[config.mk]
export PLATFORM = sky130hd
export DESIGN_NAME = soct_mac
export DESIGN_NICKNAME = d
export VERILOG_FILES = /design/src/hw/rtl/sphere_obstacle_collision_table_defines.svh /design/src/hw/rtl/soct_pkg.sv /design/src/hw/rtl/soct_mac.sv
export SDC_FILE = /design/constraint.sdc
export NUM_CORES = 2
export LEC_CHECK = 0
export ABC_AREA = 1
export CAP_MARGIN = 10
export CORE_UTILIZATION = 55
export CTS_BUF_LIST = sky130_fd_sc_hd__clkbuf_4 sky130_fd_sc_hd__clkbuf_8
export DETAILED_ROUTE_END_ITERATION = 8
export DONT_BUFFER_PORTS = 1
export HOLD_SLACK_MARGIN = 0.15
export PLACE_DENSITY_LB_ADDON = 0.05
export SYNTH_ARGS = -nofsm -noshare
export SYNTH_HDL_FRONTEND = slang
export SYNTH_SLANG_ARGS = --single-unit
[constraint.sdc]
create_clock -name clk -period 5.4 [get_ports clk]
set_clock_uncertainty 0.15 [all_clocks]
set_input_delay 0.54 -clock clk [delete_from_list [all_inputs] [get_ports clk]]
set_output_delay 0.54 -clock clk [all_outputs]
set_load 0.005 [all_outputs]
[src/hw/rtl/sphere_obstacle_collision_table_defines.svh]
// Assertion macros shared by the sphere obstacle table RTL.
// Each macro expects signals named clk and rst_n in the using module.
`ifndef SPHERE_OBSTACLE_COLLISION_TABLE_DEFINES_SVH
`define SPHERE_OBSTACLE_COLLISION_TABLE_DEFINES_SVH

// Implication checked at every clock edge outside reset.
`define SOCT_ASSERT_IMPL(lbl, ante, cons) \
    lbl: assert property (@(posedge clk) disable iff (!rst_n) (ante) |-> (cons)) \
        else $error("soct implication check failed");

// Condition that must hold at every clock edge outside reset.
`define SOCT_ASSERT_ALWAYS(lbl, expr) \
    lbl: assert property (@(posedge clk) disable iff (!rst_n) (expr)) \
        else $error("soct invariant check failed");

`endif

[src/hw/rtl/soct_pkg.sv]
// Package for the sphere obstacle table: item and result types, command codes,
// arithmetic widths and the control word of the shared multiply-accumulate unit.
// No dependencies.
`default_nettype none

package soct_pkg;

    // Default values of the top level parameters.
    localparam int TABLE_DEPTH_DEF = 256;
    localparam int COORD_BITS_DEF  = 16;

    // Fixed field widths.
    localparam int FIELD_W = 16;
    localparam int CMD_W   = 2;

    // Command codes.
    localparam logic [CMD_W-1:0] CMD_INSERT = 2'd0;
    localparam logic [CMD_W-1:0] CMD_POINT  = 2'd1;
    localparam logic [CMD_W-1:0] CMD_SEG    = 2'd2;
    localparam logic [CMD_W-1:0] CMD_SIGHT  = 2'd3;

    localparam logic [FIELD_W-1:0] MARGIN_RESET = 16'd1;

    // Arithmetic widths: coordinate differences, multiplier operands,
    // products and the accumulator.
    localparam int DIFF_W = 17;
    localparam int OP_W   = 19;
    localparam int PROD_W = 2 * OP_W;
    localparam int ACC_W  = 72;

    // Shift codes applied to a product before accumulation.
    localparam logic [1:0] SH_0  = 2'd0;
    localparam logic [1:0] SH_18 = 2'd1;
    localparam logic [1:0] SH_19 = 2'd2;
    localparam logic [1:0] SH_36 = 2'd3;

    typedef struct packed {
        logic [CMD_W-1:0]          cmd;
        logic signed [FIELD_W-1:0] start_x;
        logic signed [FIELD_W-1:0] start_y;
        logic signed [FIELD_W-1:0] start_z;
        logic signed [FIELD_W-1:0] end_x;
        logic signed [FIELD_W-1:0] end_y;
        logic signed [FIELD_W-1:0] end_z;
        logic [FIELD_W-1:0]        probe_radius;
    } item_t;

    typedef struct packed {
        logic answer;
        logic table_full;
    } result_t;

    // Control word of one multiply-accumulate step.
    typedef struct packed {
        logic       valid;
        logic       clr;
        logic       neg;
        logic [1:0] sh;
    } mac_ctrl_t;

endpackage

`default_nettype wire

[src/hw/rtl/soct_mac.sv]
// Shared multiply-accumulate unit: a registered signed multiplier followed by
// a shifting accumulator. Depends on soct_pkg.
`default_nettype none

module soct_mac (
    input  wire logic                              clk,
    input  wire logic                              rst_n,
    input  wire soct_pkg::mac_ctrl_t               ctrl,
    input  wire logic signed [soct_pkg::OP_W-1:0]  a,
    input  wire logic signed [soct_pkg::OP_W-1:0]  b,
    output logic signed [soct_pkg::ACC_W-1:0]      acc_next
);

    soct_pkg::mac_ctrl_t                   ctrl_reg;
    logic signed [soct_pkg::PROD_W-1:0]    prod_reg;
    logic signed [soct_pkg::ACC_W-1:0]     acc_reg;
    logic signed [soct_pkg::ACC_W-1:0]     ext;
    logic signed [soct_pkg::ACC_W-1:0]     shifted;
    logic signed [soct_pkg::ACC_W-1:0]     base;

    // Control of the step in flight.
    always_ff @(posedge clk or negedge rst_n)
    begin
        if (!rst_n)
        begin
            ctrl_reg <= '0;
        end
        else
        begin
            ctrl_reg <= ctrl;
        end
    end

    // Product and accumulator registers.
    always_ff @(posedge clk)
    begin
        prod_reg <= a * b;
        acc_reg  <= acc_next;
    end

    // Align the product and add or subtract it.
    always_comb
    begin
        ext = soct_pkg::ACC_W'(prod_reg);
        case (ctrl_reg.sh)
            soct_pkg::SH_0:  shifted = ext;
            soct_pkg::SH_18: shifted = ext <<< 18;
            soct_pkg::SH_19: shifted = ext <<< 19;
            soct_pkg::SH_36: shifted = ext <<< 36;
            default:         shifted = ext;
        endcase
        base = ctrl_reg.clr ? '0 : acc_reg;
        if (!ctrl_reg.valid)
        begin
            acc_next = acc_reg;
        end
        else if (ctrl_reg.neg)
        begin
            acc_next = base - shifted;
        end
        else
        begin
            acc_next = base + shifted;
        end
    end

endmodule

`default_nettype wire
# --- After elaboration in Yosys (flattened, before gate mapping) ---
# Cells that the tools add are included.
classes:
  order_cmp: 0
  eq_ne: 3
  muxes: 4
  bitwise: 0
  div: 0
  shifts: 0
  n_addsub: 2
  n_reduce_logical: 1
  n_mul: 1
op_table:
  columns: ["operator", "n"]
  rows:
  - ["case mux 72 bit (4 select lines)", 1]
  - ["two-way mux 72 bit", 3]
  - ["adder 72 bit", 1]
  - ["subtractor 72 bit", 1]
  - ["multiplier 19 x 19 -> 38 bit", 1]
  - ["== test 2 bit, second input constant", 2]
  - ["== test 2 x 1 -> 1 bit, second input constant", 1]
  - ["zero test 2 bit", 1]
totals:
  in_bits: 45
  ff_bits: 115
  mem_bits_ro: 0
  ramBits: 0
  latch_bits: 0
  mem_count: 0
  out_inout_bits: 72

# --- Depth between registers and ports, before layout ---
depth:
  ltp_word: 5
  ltp_mapped: 33
  ltp_nobuf: 32

# --- Worst setup path after synthesis ---
# OpenSTA, ideal clock, no wires.
synth_path:
  kind: "input -> register"
  from: "input port b[2] (netlist bit)"
  to: "register prod_reg[35] (netlist bit)"
  setup_slack_ns: -1.149
  arrival_ns: 6.327
  path_buffers: 2
  cell_stages: 23
  path_cell_list: "clkbuf_1 buf_1 nand2_1 fa_1 fa_1 fa_1 inv_1 fa_1 fa_1 fa_1 ha_1 ha_1 nand2_1 nor4_1 nand3_1 nand3_1 nand2_1 nand2_1 nand2_1 nand2_1 nand2_1 nand2_1 xor2_1"
synth_between:
  elab_chain_len: 1
synth_lines:
  columns: ["element", "line_no", "text"]
  rows:
  - ["start, declared", "soct_mac.sv:10", "input wire logic signed [soct_pkg::OP_W-1:0] b,"]
  - ["multiplier 19 x 19 -> 38 bit", "soct_mac.sv:37", "prod_reg <= a * b;"]
  - ["end signal, assigned", "soct_mac.sv:37", null]
  - ["end, declared", "soct_mac.sv:15", "logic signed [soct_pkg::PROD_W-1:0] prod_reg;"]
# No other way between the ends.

# --- Worst setup path in the final report ---
layout_path:
  from: "register ctrl_reg[0] (netlist bit)"
  to: "output port acc_next[57] (netlist bit)"
layout_between:
  elab_chain_len: 5
layout_lines:
  columns: ["element", "line_no", "text"]
  rows:
  - ["start, declared", "soct_mac.sv:14", "soct_pkg::mac_ctrl_t ctrl_reg;"]
  - ["start signal, assigned", "soct_mac.sv:30", "ctrl_reg <= ctrl;"]
  - ["== test 2 bit (tied with other cells)", "soct_mac.sv:45", "case (ctrl_reg.sh)"]
  - ["case mux 72 bit (4 select lines) (*)", "soct_mac.sv:45", null]
  - ["adder 72 bit / subtractor 72 bit (equally long branches)", "soct_mac.sv:63, soct_mac.sv:59", null]
  - ["two-way mux 72 bit (*)", "soct_mac.sv:57", "else if (ctrl_reg.neg)"]
  - ["two-way mux 72 bit (*)", "soct_mac.sv:53", "if (!ctrl_reg.valid)"]
  - ["end, declared", "soct_mac.sv:11", "output logic signed [soct_pkg::ACC_W-1:0] acc_next"]
# Mark *: on every way between the ends. The rest lies on a longest branch, timed or not.

==> flow_metrics.env <==
export IMPL_final_fill_count=3819
export IMPL_critPathLaunchType="register"
export IMPL_finalSetupViolations=44
export IMPL_dp_cells=4661
export IMPL_final_max_slew_viol_count=0
export IMPL_synthMuxAreaShare=0
export IMPL_insertion_delay_ns=0.52
export IMPL_cp_slowest_cell="dfrtp_2"
export IMPL_synth_top_family_by_area="adder cells"
export IMPL_worstSetupPathType="register to primary output"
export IMPL_tightest_slew_ns=1.17
export IMPL_stdcell_count=4814
export IMPL_max_freq_mhz=177
export IMPL_crit_buf_inv=7
export IMPL_yosysSeqAreaShare=0.0887
export IMPL_diodes=0
export IMPL_period_needed_ns=5.64
export IMPL_area_delta_synth_final_pct=27.2
export IMPL_cts_buffers=17
export IMPL_start_util=0.560
export IMPL_clockRootBuffer="clkbuf_8"
export IMPL_outcome="finished, violations left"
export IMPL_cts_sinks=115
export IMPL_rsz0062_at_grt="true"
export IMPL_tns_ns=-5.22
export IMPL_place_congestion=1.10
export IMPL_worst_slack_ns=-0.236
export IMPL_wl_per_cell_um=20.1
export IMPL_place_worst_setup_slack_ns=-0.739
export IMPL_antenna_found_initial=0
export IMPL_h_tree_depth=4
export IMPL_cts_path_max_buffers=2
export IMPL_utilization=0.713
export IMPL_syn_num_nets=4497
export IMPL_hpwl_um=77100
export IMPL_drt_pre_antenna_iters=8
export IMPL_die_h_um=220
export IMPL_cts_clk_slew_worst_paths_ns=0.08
export IMPL_worstPathArrival_ns=4.95
export IMPL_layout_common_cells="inv_1 (819), nand2_1 (814), buf_4 (362)"
export IMPL_synth_fa_ha_area_frac=0.370
export IMPL_grt_start_max_net_pins=82
export IMPL_hold_viol=0
export IMPL_path_max_fanout=8
export IMPL_drive_gt1_frac=0.263
export IMPL_synth_xor_area_frac=0.0414
export IMPL_grt_pass1_vias=27006
export IMPL_synthArstFlopShare=0.0435
export IMPL_synthFlopType="dfxtp_1"
export IMPL_track_usage=0.390
export IMPL_syn_avg_cell_area_um2=6.73
export IMPL_die_area_um2=48600
export IMPL_via_count=26892
export IMPL_mappedNetlistArea_um2=26200
export IMPL_cap_violations=0
export IMPL_period_share=1.04
export IMPL_overflow=0
export IMPL_synthCells=3897
export IMPL_synth_edff_count=0
export IMPL_grt_pass1_wl_um=144000
export IMPL_final_common_cell="inv_1"
export IMPL_hp_class="input pin to asynchronous set/reset pin"
export IMPL_slew_headroom=0.220
export IMPL_critPathTopFamily="simple AND/OR/NAND/NOR gates"
export IMPL_synthSimpleGateAreaFrac=0.264
export IMPL_numPortBuffers=0
export IMPL_cts_tree="done"
export IMPL_viasPerCell=5.59
export IMPL_drtIter0Drc=2172
export IMPL_die_x_um=220
export IMPL_ant_nets=0
export IMPL_std_cell_rows=79
export IMPL_synth_seq_cells=115
export IMPL_worstPathRequired_ns=4.71
export IMPL_io_pins=117
export IMPL_violations="DRC, setup timing"
export IMPL_yosys_warnings=0
export IMPL_end_kind="primary output"
export IMPL_largest_register_ffs=72
export IMPL_cp_common_cell="buf_4"
export IMPL_slowest_delay_ns=0.49
export IMPL_nNetsFinal=4794
export IMPL_synth_cell_types=50
export IMPL_route_detailed_drc=11
export IMPL_drt_total_wl_um=97000
export IMPL_synth_compound_area_frac=0.0895
export IMPL_core_area_um2=46900
-- cells in the mapped netlist, types with 2 or more instances --
| master | count | area (um^2) |
|---|---|---|
| a21boi_0 | 5 | 37.5 |
| a21o_1 | 7 | 52.6 |
| a21oi_1 | 165 | 826 |
| a31oi_1 | 5 | 31.3 |
| buf_1 | 17 | 63.8 |
| buf_2 | 7 | 35.0 |
| buf_4 | 2 | 15.0 |
| buf_6 | 8 | 90.1 |
| clkbuf_1 | 90 | 338 |
| clkinv_1 | 2 | 7.51 |
| dfrtp_1 | 5 | 125 |
| dfxtp_1 | 110 | 2200 |
| fa_1 | 370 | 7410 |
| ha_1 | 185 | 2310 |
| inv_1 | 869 | 3260 |
| inv_2 | 4 | 15.0 |
| nand2_1 | 924 | 3470 |
| nand2_2 | 8 | 50.1 |
| nand3_1 | 174 | 871 |
| nand3_2 | 4 | 40.0 |
| nand3b_1 | 18 | 135 |
| nand4_1 | 38 | 238 |
| nor2_1 | 427 | 1600 |
| nor2_2 | 12 | 75.1 |
| nor2_4 | 6 | 67.6 |
| nor3_1 | 23 | 115 |
| nor3_2 | 3 | 30.0 |
| nor4_1 | 10 | 62.6 |
| o211ai_1 | 7 | 52.6 |
| o21a_1 | 17 | 128 |
| o21ai_0 | 189 | 946 |
| o21ai_1 | 6 | 30.0 |
| o21ai_2 | 4 | 35.0 |
| o21bai_1 | 9 | 67.6 |
| o22ai_1 | 5 | 31.3 |
| o31ai_1 | 5 | 37.5 |
| or2_2 | 22 | 138 |
| xnor2_1 | 53 | 464 |
| xor2_1 | 71 | 622 |
-- cell type report --
class	instances	area (um^2)	area share
clock buffer	19	262	0.00783
clock inverter	13	174	0.00521
inverter	876	3310	0.0993
multi-input combinational	2785	23300	0.699
sequential	115	2330	0.0698
tap	607	759	0.0227
timing repair buffer	399	3210	0.0962
-- timing repair --
item,4_1_cts,5_1_grt
setup buffers,29,78
cloned,2,3
pin swaps,41,211
hold endpoints to repair,12,0
gates resized for setup,231,543
hold buffers,10,0
endpoints found under the setup margin,53,66
-- worst reg2reg max path, cell delays in order, from the launching register on --
cell and delay [ns]:
dfrtp_2 0.49, clkinv_4 0.17, nand2_8 0.12, buf_8 0.14
nor2_4 0.05, nor2_4 0.12, nand2_2 0.08, nor2_4 0.18
buf_4 0.17, nand3_1 0.12, nor2_2 0.18, nand2_1 0.12
o31ai_2 0.26, xnor2_1 0.14, ha_2 0.42, nand2_1 0.12
nor2_1 0.16, inv_1 0.07, nor2_1 0.09, inv_1 0.06
o21bai_1 0.25, inv_1 0.09, nand2_2 0.23, nand3_1 0.16
nand2_1 0.10, nand2_1 0.05, nand3_1 0.05, o21ai_0 0.19
-- per-stage QoR --
step / hold WS [ns] / area (um^2)
3_3_place_gp: 0.0945 / 29200
4_1_cts: 0.152 / 30800
6_report: 0.169 / 33400
3_5_place_dp: 0.0945 / 29200
5_1_grt: 0.171 / 33400
2_1_floorplan: 0.0944 / 27200
-- layer usage --
metal	share of wire	up-vias	routed length (um)	GRT usage
met5	0	-	0	0
met1	0.36	12907	35000	0.436
li1	-	12360	-	-
met4	0.078	0	7540	0.266
met2	0.49	1251	47100	0.683
met3	0.075	374	7250	0.0610
-- logic make-up (layout without fill, tap and decap cells) --
family	count (synthesis)	after routing
buffers and inverters	1000	1307
adders and majority gates	555	555
xor gates and xnor gates	124	124
DFF	115	115
AOI/OAI and AO/OA	432	432
and+or+nand+nor	1671	1674
-- final timing paths --
check | from | endpoint | slack, ns | depth (start not counted)
max | ctrl_reg[0]$_DFF_PN0_ | acc_next[57] | -0.24 | 25
min | rst_n | ctrl_reg[2]$_DFF_PN0_ | 0.17 | 1
max reg2reg | ctrl_reg[0]$_DFF_PN0_ | acc_reg[64]$_DFF_P_ | 0.65 | 27
min reg2reg | acc_reg[63]$_DFF_P_ | acc_reg[63]$_DFF_P_ | 0.34 | 2
max in group asynchronous | rst_n | ctrl_reg[1]$_DFF_PN0_ | 4.70 | 1
min in group clk | b[1] | prod_reg[1]$_DFF_P_ | 0.17 | 3
Power is not shown: default switching activity piles up to over one toggle a cycle in this logic, so the estimate is an artifact.
